<file path="src/hdl/assert_macros.svh">
// assertion macros used by the top-level rtl file
`ifndef ASSERT_MACROS_SVH
`define ASSERT_MACROS_SVH

// antecedent implies consequent in the same cycle
`define CWR_ASSERT_SAME(lbl, ante, cons) \
    lbl: assert property (@(posedge clk) disable iff (!rst_n) (ante) |-> (cons)) \
        else $error("cwr assertion failed");

// antecedent implies consequent in the next cycle
`define CWR_ASSERT_NEXT(lbl, ante, cons) \
    lbl: assert property (@(posedge clk) disable iff (!rst_n) (ante) |=> (cons)) \
        else $error("cwr assertion failed");

`endif

</file>
<file path="src/hdl/cwr_pkg.sv">
// types and constants of the cid width range encoder
package cwr_pkg;

    localparam int CODE_BITS    = 16;
    localparam int WIDTH_BITS   = 16;
    localparam int VALUE_BITS   = 16;
    localparam int COUNT_BITS   = CODE_BITS + 1;
    localparam int SUM_BITS     = CODE_BITS + 2;
    localparam int JOB_WORDS    = 3;
    localparam int JOB_IDX_BITS = $clog2(JOB_WORDS);
    localparam int JOB_CNT_BITS = $clog2(JOB_WORDS + 1);
    localparam int QDEPTH       = 4;
    localparam int QPTR_BITS    = $clog2(QDEPTH);
    localparam int QFILL_BITS   = QPTR_BITS + 1;

    typedef enum logic [1:0] {
        CMD_START  = 2'd0,
        CMD_ENTRY  = 2'd1,
        CMD_FINISH = 2'd2
    } command_t;

    typedef enum logic [2:0] {
        KIND_RUN_FIRST  = 3'd0,
        KIND_RUN_LAST   = 3'd1,
        KIND_RUN_WIDTH  = 3'd2,
        KIND_LIST_FIRST = 3'd3,
        KIND_LIST_WIDTH = 3'd4,
        KIND_LIST_CLOSE = 3'd5
    } kind_t;

    typedef struct packed {
        kind_t                  kind;
        logic [VALUE_BITS-1:0]  value;
    } word_t;

    typedef struct packed {
        logic [JOB_CNT_BITS-1:0]   count;
        word_t [JOB_WORDS-1:0]     words;
    } job_t;

    typedef struct packed {
        logic full;
        logic empty;
    } q_status_t;

    function automatic word_t mk_word(kind_t kind, logic [VALUE_BITS-1:0] value);
        word_t w;
        w.kind  = kind;
        w.value = value;
        return w;
    endfunction

endpackage

</file>
<file path="src/hdl/cwr_ifs.sv">
// handshake interfaces for input entries and output array words
interface cwr_in_if;
    logic                          valid;
    logic                          ready;
    logic [1:0]                    command;
    logic [cwr_pkg::CODE_BITS-1:0] code;
    logic [cwr_pkg::WIDTH_BITS-1:0] glyph_width;

    modport source (output valid, output command, output code, output glyph_width,
                    input ready);
    modport sink   (input valid, input command, input code, input glyph_width,
                    output ready);
endinterface

interface cwr_out_if;
    logic                           valid;
    logic                           ready;
    logic [2:0]                     kind;
    logic [cwr_pkg::VALUE_BITS-1:0] value;
    logic                           last;

    modport source (output valid, output kind, output value, output last, input ready);
    modport sink   (input valid, input kind, input value, input last, output ready);
endinterface

</file>
<file path="src/hdl/cwr_front.sv">
// front end: accepts entries, tracks the open group, builds word jobs
module cwr_front (
    input  logic               clk,
    input  logic               rst_n,
    cwr_in_if.sink             item,
    input  cwr_pkg::q_status_t qstat,
    output logic               push,
    output cwr_pkg::job_t      push_job
);
    import cwr_pkg::*;

    logic [CODE_BITS-1:0]  start_reg, start_next;
    logic [WIDTH_BITS-1:0] pw_reg, pw_next;
    logic [COUNT_BITS-1:0] count_reg, count_next;
    logic                  open_reg, open_next;

    logic [SUM_BITS-1:0]   sum;
    logic [CODE_BITS-1:0]  last_code;
    logic                  code_match;
    logic                  accept;
    job_t                  close_job;
    job_t                  job;

    assign sum        = SUM_BITS'(start_reg) + SUM_BITS'(count_reg);
    assign last_code  = CODE_BITS'(sum - 1'b1);
    assign code_match = (SUM_BITS'(item.code) == sum);
    assign accept     = item.valid && item.ready;
    assign item.ready = !qstat.full;

    // words that close the open group
    always_comb
    begin
        close_job = '0;
        if (open_reg)
        begin
            close_job.count    = JOB_CNT_BITS'(2);
            close_job.words[0] = mk_word(KIND_LIST_WIDTH, VALUE_BITS'(pw_reg));
            close_job.words[1] = mk_word(KIND_LIST_CLOSE, '0);
        end
        else if (count_reg == COUNT_BITS'(1))
        begin
            close_job.count    = JOB_CNT_BITS'(3);
            close_job.words[0] = mk_word(KIND_LIST_FIRST, VALUE_BITS'(start_reg));
            close_job.words[1] = mk_word(KIND_LIST_WIDTH, VALUE_BITS'(pw_reg));
            close_job.words[2] = mk_word(KIND_LIST_CLOSE, '0);
        end
        else
        begin
            close_job.count    = JOB_CNT_BITS'(3);
            close_job.words[0] = mk_word(KIND_RUN_FIRST, VALUE_BITS'(start_reg));
            close_job.words[1] = mk_word(KIND_RUN_LAST, VALUE_BITS'(last_code));
            close_job.words[2] = mk_word(KIND_RUN_WIDTH, VALUE_BITS'(pw_reg));
        end
    end

    always_comb
    begin
        start_next = start_reg;
        pw_next    = pw_reg;
        count_next = count_reg;
        open_next  = open_reg;
        job        = '0;
        case (item.command)
            CMD_START:
            begin
                start_next = '0;
                pw_next    = item.glyph_width;
                count_next = COUNT_BITS'(1);
                open_next  = 1'b0;
            end
            CMD_ENTRY:
            begin
                if (item.code != '0)
                begin
                    if (!code_match)
                    begin
                        job        = close_job;
                        start_next = item.code;
                        pw_next    = item.glyph_width;
                        count_next = COUNT_BITS'(1);
                        open_next  = 1'b0;
                    end
                    else if (item.glyph_width != pw_reg)
                    begin
                        if (count_reg != COUNT_BITS'(1) && !open_reg)
                        begin
                            // run ends, new group at this code
                            job        = close_job;
                            start_next = item.code;
                            pw_next    = item.glyph_width;
                            count_next = COUNT_BITS'(1);
                            open_next  = 1'b0;
                        end
                        else
                        begin
                            if (open_reg)
                            begin
                                job.count    = JOB_CNT_BITS'(1);
                                job.words[0] = mk_word(KIND_LIST_WIDTH, VALUE_BITS'(pw_reg));
                            end
                            else
                            begin
                                job.count    = JOB_CNT_BITS'(2);
                                job.words[0] = mk_word(KIND_LIST_FIRST,
                                                       VALUE_BITS'(start_reg));
                                job.words[1] = mk_word(KIND_LIST_WIDTH, VALUE_BITS'(pw_reg));
                            end
                            open_next  = 1'b1;
                            pw_next    = item.glyph_width;
                            count_next = count_reg + 1'b1;
                        end
                    end
                    else if (open_reg)
                    begin
                        // list ends, last two codes start a run
                        job.count    = JOB_CNT_BITS'(1);
                        job.words[0] = mk_word(KIND_LIST_CLOSE, '0);
                        open_next    = 1'b0;
                        start_next   = last_code;
                        count_next   = COUNT_BITS'(2);
                    end
                    else
                    begin
                        count_next = count_reg + 1'b1;
                    end
                end
            end
            CMD_FINISH:
            begin
                job        = close_job;
                start_next = '0;
                pw_next    = '0;
                count_next = COUNT_BITS'(1);
                open_next  = 1'b0;
            end
            default:
            begin
            end
        endcase
    end

    assign push     = accept && (job.count != '0);
    assign push_job = job;

    always_ff @(posedge clk or negedge rst_n)
    begin
        if (!rst_n)
        begin
            start_reg <= '0;
            pw_reg    <= '0;
            count_reg <= COUNT_BITS'(1);
            open_reg  <= 1'b0;
        end
        else if (accept)
        begin
            start_reg <= start_next;
            pw_reg    <= pw_next;
            count_reg <= count_next;
            open_reg  <= open_next;
        end
    end

endmodule

</file>
<file path="src/hdl/cwr_queue.sv">
// job queue between front and back ends
module cwr_queue (
    input  logic               clk,
    input  logic               rst_n,
    input  logic               push,
    input  cwr_pkg::job_t      push_job,
    input  logic               pop,
    output cwr_pkg::job_t      head_job,
    output cwr_pkg::q_status_t qstat
);
    import cwr_pkg::*;

    job_t                  mem_reg [QDEPTH];
    logic [QPTR_BITS-1:0]  wr_reg, wr_next;
    logic [QPTR_BITS-1:0]  rd_reg, rd_next;
    logic [QFILL_BITS-1:0] fill_reg, fill_next;

    assign qstat.full  = (fill_reg == QFILL_BITS'(QDEPTH));
    assign qstat.empty = (fill_reg == '0);
    assign head_job    = mem_reg[rd_reg];

    always_comb
    begin
        wr_next   = push ? wr_reg + 1'b1 : wr_reg;
        rd_next   = pop ? rd_reg + 1'b1 : rd_reg;
        fill_next = fill_reg;
        if (push && !pop)
        begin
            fill_next = fill_reg + 1'b1;
        end
        else if (pop && !push)
        begin
            fill_next = fill_reg - 1'b1;
        end
    end

    always_ff @(posedge clk)
    begin
        if (push)
        begin
            mem_reg[wr_reg] <= push_job;
        end
    end

    always_ff @(posedge clk or negedge rst_n)
    begin
        if (!rst_n)
        begin
            wr_reg   <= '0;
            rd_reg   <= '0;
            fill_reg <= '0;
        end
        else
        begin
            wr_reg   <= wr_next;
            rd_reg   <= rd_next;
            fill_reg <= fill_next;
        end
    end

endmodule

</file>
<file path="src/hdl/cwr_back.sv">
// back end: streams the words of the head job, one per cycle while result.ready is high
module cwr_back (
    input  logic               clk,
    input  logic               rst_n,
    input  cwr_pkg::job_t      head_job,
    input  cwr_pkg::q_status_t qstat,
    output logic               pop,
    cwr_out_if.source          result
);
    import cwr_pkg::*;

    logic [JOB_IDX_BITS-1:0] idx_reg, idx_next;
    word_t                   cur;
    logic                    is_last;
    logic                    fire;

    assign cur          = head_job.words[idx_reg];
    assign is_last      = (JOB_CNT_BITS'(idx_reg) == head_job.count - 1'b1);
    assign fire         = result.valid && result.ready;
    assign pop          = fire && is_last;
    assign result.valid = !qstat.empty;
    assign result.kind  = cur.kind;
    assign result.value = cur.value;
    assign result.last  = is_last;

    always_comb
    begin
        idx_next = idx_reg;
        if (fire)
        begin
            idx_next = is_last ? '0 : idx_reg + 1'b1;
        end
    end

    always_ff @(posedge clk or negedge rst_n)
    begin
        if (!rst_n)
        begin
            idx_reg <= '0;
        end
        else
        begin
            idx_reg <= idx_next;
        end
    end

endmodule

</file>
<file path="src/hdl/cid_width_range_encoder.sv">
// top level of the cid width range encoder
//
//  channel  dir  word                          handshake
//  item     in   command, code, glyph_width    valid/ready
//  result   out  kind, value, last             valid/ready
//
// an entry is taken every cycle while the four-job queue has room
// each entry yields zero to three result words, one word per cycle while result.ready is high
// sustained entry rate is set by the result port
// reset clears the group state and empties the queue
// a stalled result side fills the queue, then item.ready drops
`include "assert_macros.svh"

module cid_width_range_encoder (
    input  logic       clk,
    input  logic       rst_n,
    cwr_in_if.sink     item,
    cwr_out_if.source  result
);
    import cwr_pkg::*;

    q_status_t qstat;
    logic      push;
    logic      pop;
    job_t      push_job;
    job_t      head_job;

    cwr_front u_front (
        .clk      (clk),
        .rst_n    (rst_n),
        .item     (item),
        .qstat    (qstat),
        .push     (push),
        .push_job (push_job)
    );

    cwr_queue u_queue (
        .clk      (clk),
        .rst_n    (rst_n),
        .push     (push),
        .push_job (push_job),
        .pop      (pop),
        .head_job (head_job),
        .qstat    (qstat)
    );

    cwr_back u_back (
        .clk      (clk),
        .rst_n    (rst_n),
        .head_job (head_job),
        .qstat    (qstat),
        .pop      (pop),
        .result   (result)
    );

    `CWR_ASSERT_SAME(a_no_overflow, push, !qstat.full)
    `CWR_ASSERT_SAME(a_last_kind, result.valid && result.last,
        result.kind == KIND_RUN_WIDTH || result.kind == KIND_LIST_WIDTH ||
        result.kind == KIND_LIST_CLOSE)
    `CWR_ASSERT_NEXT(a_job_continues, result.valid && result.ready && !result.last,
        result.valid)
    `CWR_ASSERT_SAME(a_pushed_job_nonempty, push, push_job.count != '0)

endmodule
</file>
<file path="src/flat_wrapper.sv">
// flat-port wrapper written by rule: the top's interface ports become plain ports
module cid_width_range_encoder_flat import cwr_pkg::*;
  (clk, rst_n, item_valid, item_command, item_code, item_glyph_width, item_ready, result_valid, result_kind, result_value, result_last, result_ready);
  cwr_in_if item_i ();
  cwr_out_if result_i ();
  input  logic clk;
  input  logic rst_n;
  input wire logic [$bits(item_i.valid)-1:0] item_valid;
  input wire logic [$bits(item_i.command)-1:0] item_command;
  input wire logic [$bits(item_i.code)-1:0] item_code;
  input wire logic [$bits(item_i.glyph_width)-1:0] item_glyph_width;
  output wire logic [$bits(item_i.ready)-1:0] item_ready;
  output wire logic [$bits(result_i.valid)-1:0] result_valid;
  output wire logic [$bits(result_i.kind)-1:0] result_kind;
  output wire logic [$bits(result_i.value)-1:0] result_value;
  output wire logic [$bits(result_i.last)-1:0] result_last;
  input wire logic [$bits(result_i.ready)-1:0] result_ready;
  assign item_i.valid = item_valid;
  assign item_i.command = item_command;
  assign item_i.code = item_code;
  assign item_i.glyph_width = item_glyph_width;
  assign item_ready = item_i.ready;
  assign result_valid = result_i.valid;
  assign result_kind = result_i.kind;
  assign result_value = result_i.value;
  assign result_last = result_i.last;
  assign result_i.ready = result_ready;
  cid_width_range_encoder u_core (.clk(clk), .rst_n(rst_n), .item(item_i), .result(result_i));
endmodule
</file>
<file path="config.mk">
export PLATFORM = sky130hd
export DESIGN_NAME = cid_width_range_encoder_flat
export DESIGN_NICKNAME = d
export VERILOG_FILES = /design/src/hdl/cwr_pkg.sv /design/src/hdl/cwr_ifs.sv /design/src/hdl/cwr_front.sv /design/src/hdl/cwr_queue.sv /design/src/hdl/cwr_back.sv /design/src/hdl/cid_width_range_encoder.sv /design/src/flat_wrapper.sv
export VERILOG_INCLUDE_DIRS = /design/src /design/src/hdl
export SDC_FILE = /design/constraint.sdc
export NUM_CORES = 1
export LEC_CHECK = 0
export ABC_AREA = 1
export BUFFER_PORTS_ARGS = -buffer_cell sky130_fd_sc_hd__buf_4
export CAP_MARGIN = 5
export CORE_ASPECT_RATIO = 0.8
export CORE_UTILIZATION = 40
export CTS_BUF_LIST = sky130_fd_sc_hd__clkbuf_8
export DETAILED_ROUTE_END_ITERATION = 6
export GPL_TIMING_DRIVEN = 0
export PLACE_DENSITY = 0.53
export SYNTH_ARGS = -nofsm -noshare
export SYNTH_HDL_FRONTEND = slang
export SYNTH_SLANG_ARGS = --single-unit
export TNS_END_PERCENT = 10
</file>
<file path="constraint.sdc">
create_clock -name clk -period 6.8 [get_ports clk]
set_input_delay 1.02 -clock clk [delete_from_list [all_inputs] [get_ports clk]]
set_output_delay 1.02 -clock clk [all_outputs]
set_load 0.05 [all_outputs]
</file>
# Word level (Yosys, flattened, before mapping)

Memory sizes are Yosys's and may differ from the RTL's.
Index checks and enable logic that the tools add are counted.

Memory bits (writable): 236
Input bits: 38
Word-level logic and storage cells: 100
Memories kept: 1
Flip-flop bits (word level): 59
Output and inout port bits: 22

Add/subtract/negate cells: 9
Equality and inequality tests: 12
$lt $le $gt $ge: 1
Mux-type cells: 46
Reduce and logical (&&, ||, !) cells: 23

Memory list:

| memory                 | depth | width | rd ports | clocked after memory_dff | wr ports | line            | RTL |
|---|---|---|---|---|---|---|---|
| u_core.u_queue.mem_reg | 4     | 59    | 1        | 0                        | 1        | cwr_queue.sv:13 | `job_t mem_reg [QDEPTH];` |

Operator list:

| cell                                                | count |
|---|---|
| 2-to-1 mux 19 bit                                   | 7 |
| 2-to-1 mux 16 bit                                   | 8 |
| 2-to-1 mux 59 bit                                   | 2 |
| one-hot mux 59 bit (2 select lines)                 | 1 |
| 2-to-1 mux 38 bit                                   | 3 |
| 2-to-1 mux 17 bit                                   | 5 |
| 2-to-1 mux 57 bit                                   | 1 |
| one-hot mux 16 bit (3 select lines)                 | 1 |
| binary-select mux 19 bit (select 2 bit)             | 1 |
| one-hot mux 17 bit (2 select lines)                 | 1 |
| one-hot mux 16 bit (2 select lines)                 | 1 |
| adder 16 x 17 -> 18 bit                             | 1 |
| == test 16 x 18 -> 1 bit                            | 1 |
| adder 17 x 1 -> 17 bit (second input constant)      | 1 |
| == test 17 x 1 -> 1 bit (second input constant)     | 1 |
| != test 17 x 1 -> 1 bit (second input constant)     | 1 |
| != test 16 bit                                      | 1 |
| nonzero test 16 bit                                 | 1 |
| subtractor 16 x 1 -> 16 bit (second input constant) | 1 |
| 2-to-1 mux 2 bit                                    | 5 |
| != test 4 bit (second input constant)               | 2 |
| logical AND 1 bit                                   | 7 |
| 2-to-1 mux 1 bit                                    | 7 |
| adder 2 x 1 -> 2 bit (second input constant)        | 3 |
| 21 further kinds                                    | 28 |

# Depth between registers and ports, before layout

Word-level depth: 15
Depth in mapped cells: 29
Mapped depth without buffers: 29

# Hierarchy

A second synthesis with hierarchy kept.

Cells, all modules: 1888
Area, all modules: 16503.3 sq um

By module, submodules not included:

| module    | cells each | area each (sq um) | sequential area each (sq um) | times used |
|---|---|---|---|---|
| cwr_queue | 736        | 9720.6            | 7262.0                       | 1 |
| cwr_front | 1034       | 6098.3            | 1252.5                       | 1 |
| cwr_back  | 118        | 684.4             | 50.0                         | 1 |

# Least setup slack after synthesis

Ideal clock, no wire load.

Path type: register to register
Start: register u_core.u_front.count_reg[0]
End: memory u_core.u_queue.mem_reg[0][0] (netlist name), enable pin
Required time: 6328 ps
Buffers on the path: 0
Setup time: 472 ps
Period minus slack after synthesis: 5541 ps
Data arrival time: 5070 ps
Path slack: 1259 ps
Cell stages (with the launch flop): 23
Cell sequence: dfstp_2 > ha_1 > inv_1 > fa_1 > inv_1 > nand2_2 > nand2_1 > nand3_1 > nand2_1 > nand2_1 > nand2_1 > nand2_1 > nand3_2 > nand2_1 > nor2_1 > nand2_1 > nor2_4 > nand2_4 > a21oi_1 > nand2_1 > nand2_1 > nand2_2 > nor2_1

Word-level cells in the longest chain between the ends: 11
Elaborated cells on any way between the ends: 13
Those cells by class: add/sub (1); eq/ne (2); mux (7); reduce/logical (3)

RTL lines:

| what                                                            | line             | RTL |
|---|---|---|
| start: declaration                                              | cwr_front.sv:14  | `logic [COUNT_BITS-1:0] count_reg, count_next;` |
| start signal: assignment                                        | cwr_front.sv:158 | `count_reg <= count_next;` |
| branches (longest 4 deep; another with adder 16 x 17 -> 18 bit) | n/a              |  |
| 2-to-1 mux 59 bit *                                             | cwr_front.sv:75  | `if (!code_match)` |
| 2-to-1 mux 59 bit *                                             | cwr_front.sv:73  | `if (item.code != '0)` |
| one-hot mux 59 bit (2 select lines) *                           | cwr_front.sv:63  | `case (item.command)` |
| nonzero test 2 bit *                                            | cwr_front.sv:142 | `assign push = accept && (job.count != '0);` |
| logical AND 1 bit *                                             | cwr_front.sv:142 |  |
| 2-to-1 mux 1 bit *                                              | cwr_queue.sv:39  | `if (push)` |
| 2-to-1 mux 1 bit (implied by the code) *                        | cwr_queue.sv:41  | `mem_reg[wr_reg] <= push_job;` |
| end: declaration                                                | cwr_queue.sv:13  |  |

Every way passes the cells marked *.

# Final worst setup path

Start: register u_core.u_front.count_reg[0]
End: memory u_core.u_queue.mem_reg[3][11] (netlist name), enable pin

The elaborated chain is that of the path after synthesis.

==> results.md <==
* Status: finished, final reports clean
* Top FF cell, synth: edfxtp_1
* Cells along the critical path: ha_1 -> inv_1 -> fa_1 -> inv_1 -> nand3_1 -> nand2_2 -> nand2_1 -> nand3_1 -> nand3_1 -> nor2_1 -> inv_1 -> nor2_1 -> nand2_1 -> nor2_4 -> nand2_4 -> a21oi_1 -> nand2_1 -> nand2_1 -> nand2_2 -> nor2_4 -> buf_12 -> buf_12
* CP max FO at 27
* Endpoints failing hold at 0
* Clock transition time at the flip-flop clock pins of the worst setup and hold paths at 60 ps
* Data required, critical path at 7070 ps
* Clock Skews at 24.4 ps
* Number of global-route vias before repair at 11100
* Core Area at 37000 sq um
* Largest net degree at the start of global routing at 60
* Critical Path Start Type: register
* Syn Nets at 1657
* FP Rows at 63
* Final routed DRC violation total at 0
* CP endpoint kind: register
* Tot GR Track Use at 24.9%
* CP arrival at 5270 ps
* Endpoints failing setup at 0
* Syn Inst Count at 1589
* DR pass1 iterations at 5
* Commonest non-fill, non-tap cell in the layout: nand2_1
* Count of different cell masters after synthesis at 48
* Area delta synth->final at 14.6%
* Clock latency on the worst-skew pair at 590 ps
* GPL Wtd Cong at 0.954
* Max-slew violations at 0
* First-pass GRT wire length at 70100 um
* Worst Hold Class: input pin to async pin
* Post-CTS sizing at 0
* Die area at 38300 sq um
* Final Cycle Share at 73.6%
* Fmax at 200 MHz
* Max reg flops at 228
* Antenna violations before repair at 2
* Worst reg2reg path startpoint: u_core.u_front.count_reg[0]
* Top Ports at 60
* Routed wire length at 47500 um
* Ys async rst share at 20.6%
* Cell count along the critical path at 22
* Via density at 5.48
* Setup bufs post-CTS at 0
* Hpwl dp at 35300 um
* Worst VDD drop at 416 uV
* Rel. slew slack at 12.9%
* Clk sink count at 287
* Yosys warns at 0
* FF-to-FF End: u_core.u_queue.mem_reg[3][11]
* Post-synth top area cell: edfxtp_1
* Inserted Clock Buffers at 48
* Max_cap viols at 0
* Commonest cells after routing, fill and taps aside: nand2_1 (263), edfxtp_1 (228), nor2_1 (193), inv_1 (174), o21ai_0 (144)
* Initial drt markers at 1118
* Lkg Pwr at 6.86 nW
* Top post-synthesis cells by area: edfxtp_1 (46%), dfrtp_1 (9.7%), nand2_1 (6.6%)
* DRT antenna net count at 0
* Crit path top cell by count: nand2_1
* Die Height at 175 um
* WS Path Type: register to register
* H-tree depth at 2
* FF-to-FF setup slack at 1800 ps
* Port-buffer cells at 59
* Layout cell share with drive strength beyond 1 at 13.2%
* DIE WIDTH at 219 um
* Via count of the routed design at 12200
* Share of the synthesized area in the top cell type at 45.6%
* CTS tree: done
* Worst-Margin Slew at 1290 ps
* Sequential element share of the synthesized area at 55.5%
* Final setup TNS at 0 ps
* RSZ-0062 raised after global routing: false
* R2R cell count at 22
* Post-synth EDFFs at 228
* Final critical-path required period at 5000 ps
* PD cells at 381 nW/um^2
* Critical path's largest stage delay at 660 ps
* Slowest stage cell on the critical path: dfstp_2
* Place WS at 1870 ps
* Synth Cell Area at 15000 sq um
* #FFs+latches synth at 287
* Mean routed wirelength per cell at 21.3 um
* # nets final at 1774
* Filler cell count in the final layout at 3499
* Worst Setup Slack, final at 1800 ps
* Final Core Density at 46.5%
* Cell family with most CP delay: simple AND/OR/NAND/NOR gates
* CP bufs+invs at 5
* CTS Buffer Depth at 3
* Post-CTS Hold Buffers at 0
* Starting Density at 40.6%
* Grt ovf at 0
* Clock root buffer: clkbuf_8
* Mean post-synth cell area at 9.44 sq um
[cell usage after synthesis, types with 3 or more instances]
library cell and n:
a21oi_1 37, a32o_1 9, and2_1 3, buf_4 5, buf_6 6, clkbuf_1 56, dfrtp_1 58, edfxtp_1 228
ha_1 28, inv_1 163, inv_2 11, nand2_1 263, nand2_2 18, nand2_4 3, nand3_1 110, nand3_2 8
nand3b_1 3, nand4_1 17, nor2_1 197, nor2_2 5, nor2_4 3, nor3_1 16, nor4_1 5, o211ai_1 20
o21ai_0 144, o21ai_1 7, o21ai_2 21, o221ai_1 30, o22ai_1 47, o32ai_1 7, or2_2 4, xnor2_1 13
xor2_1 25
[routing by layer]
| metal | track usage, % | share of wire, % | wire (um) |
|---|---|---|---|
| met4 | 5.97 | 1.8 | 854 |
| met2 | 36.2 | 43 | 20400 |
| met5 | 0 | 0.021 | 10 |
| met1 | 38.1 | 47 | 22400 |
| met3 | 4.35 | 8.1 | 3830 |
[worst max path at each step]
stage | startpoint | end | slack [ps]
after floorplan | u_core.u_front.count_reg[0] | u_core.u_queue.mem_reg[0][0] | 1260
after global placement | u_core.u_front.count_reg[0] | u_core.u_queue.mem_reg[3][4] | -1790
after detailed placement | u_core.u_front.count_reg[0] | u_core.u_queue.mem_reg[3][4] | 1870
after CTS | u_core.u_front.count_reg[0] | u_core.u_queue.mem_reg[3][11] | 1840
after global routing | u_core.u_front.count_reg[0] | u_core.u_queue.fill_reg[2] | 1430
final | u_core.u_front.count_reg[0] | u_core.u_queue.mem_reg[3][11] | 1800
[cell families (layout without fill, tap and decap cells)]
logic type	after synthesis	count (layout)	share of synthesized area [%]
and+or+nand+nor	661	661	19.5
AOI/OAI and AO/OA	327	327	13.5
DFF	287	287	55.5
buffers and inverters	245	401	6.57
xor gates and xnor gates	39	39	2.37
adders and majority gates	30	30	2.60
other	0	1	0
[through the flow]
stage	area (sq um)	hold slack [ps]	power (W)	std cells
after CTS	17200	544	0.00656	2232
after detailed placement	16200	534	0.00504	2143
after global routing	17200	558	0.00688	2233
after floorplan	15000	472	0.00406	1589
after global placement	16100	521	0.00501	2135
final	17200	514	0.00654	2233
[area by class of cell]
| type | count | area (sq um) | share of cell area [%] |
|---|---|---|---|
| Antenna cell | 1 | 2.50 | 0.0146 |
| Buffer | 69 | 325 | 1.89 |
| Clock buffer | 53 | 729 | 4.24 |
| Clock inverter | 36 | 209 | 1.22 |
| Inverter | 176 | 661 | 3.84 |
| Multi-Input combinational cell | 1057 | 5730 | 33.3 |
| Sequential cell | 287 | 8320 | 48.4 |
| Tap cell | 487 | 609 | 3.54 |
| Timing Repair Buffer | 67 | 603 | 3.51 |
[worst reg2reg max path, cell delays in order (launching register included)]
cell	delay (ps)
dfstp_2	660
ha_1	250
inv_1	90
fa_1	390
inv_1	130
nand3_1	140
nand2_2	160
nand2_1	80
nand3_1	70
nand3_1	80
nor2_1	350
inv_1	80
nor2_1	110
nand2_1	80
nor2_4	160
nand2_4	100
a21oi_1	140
nand2_1	240
nand2_1	230
nand2_2	200
nor2_4	410
buf_12	260
buf_12	250
[report_power, final]
part	switching (W)	leakage (nW)	total [W]	internal [W]
logic	0.00199	3.45	0.00279	0.000794
clock network	0.000726	0.529	0.00152	0.000796
registers	0.000113	2.88	0.00223	0.00212
No activity file was read; power rests on OpenSTA's default activity.
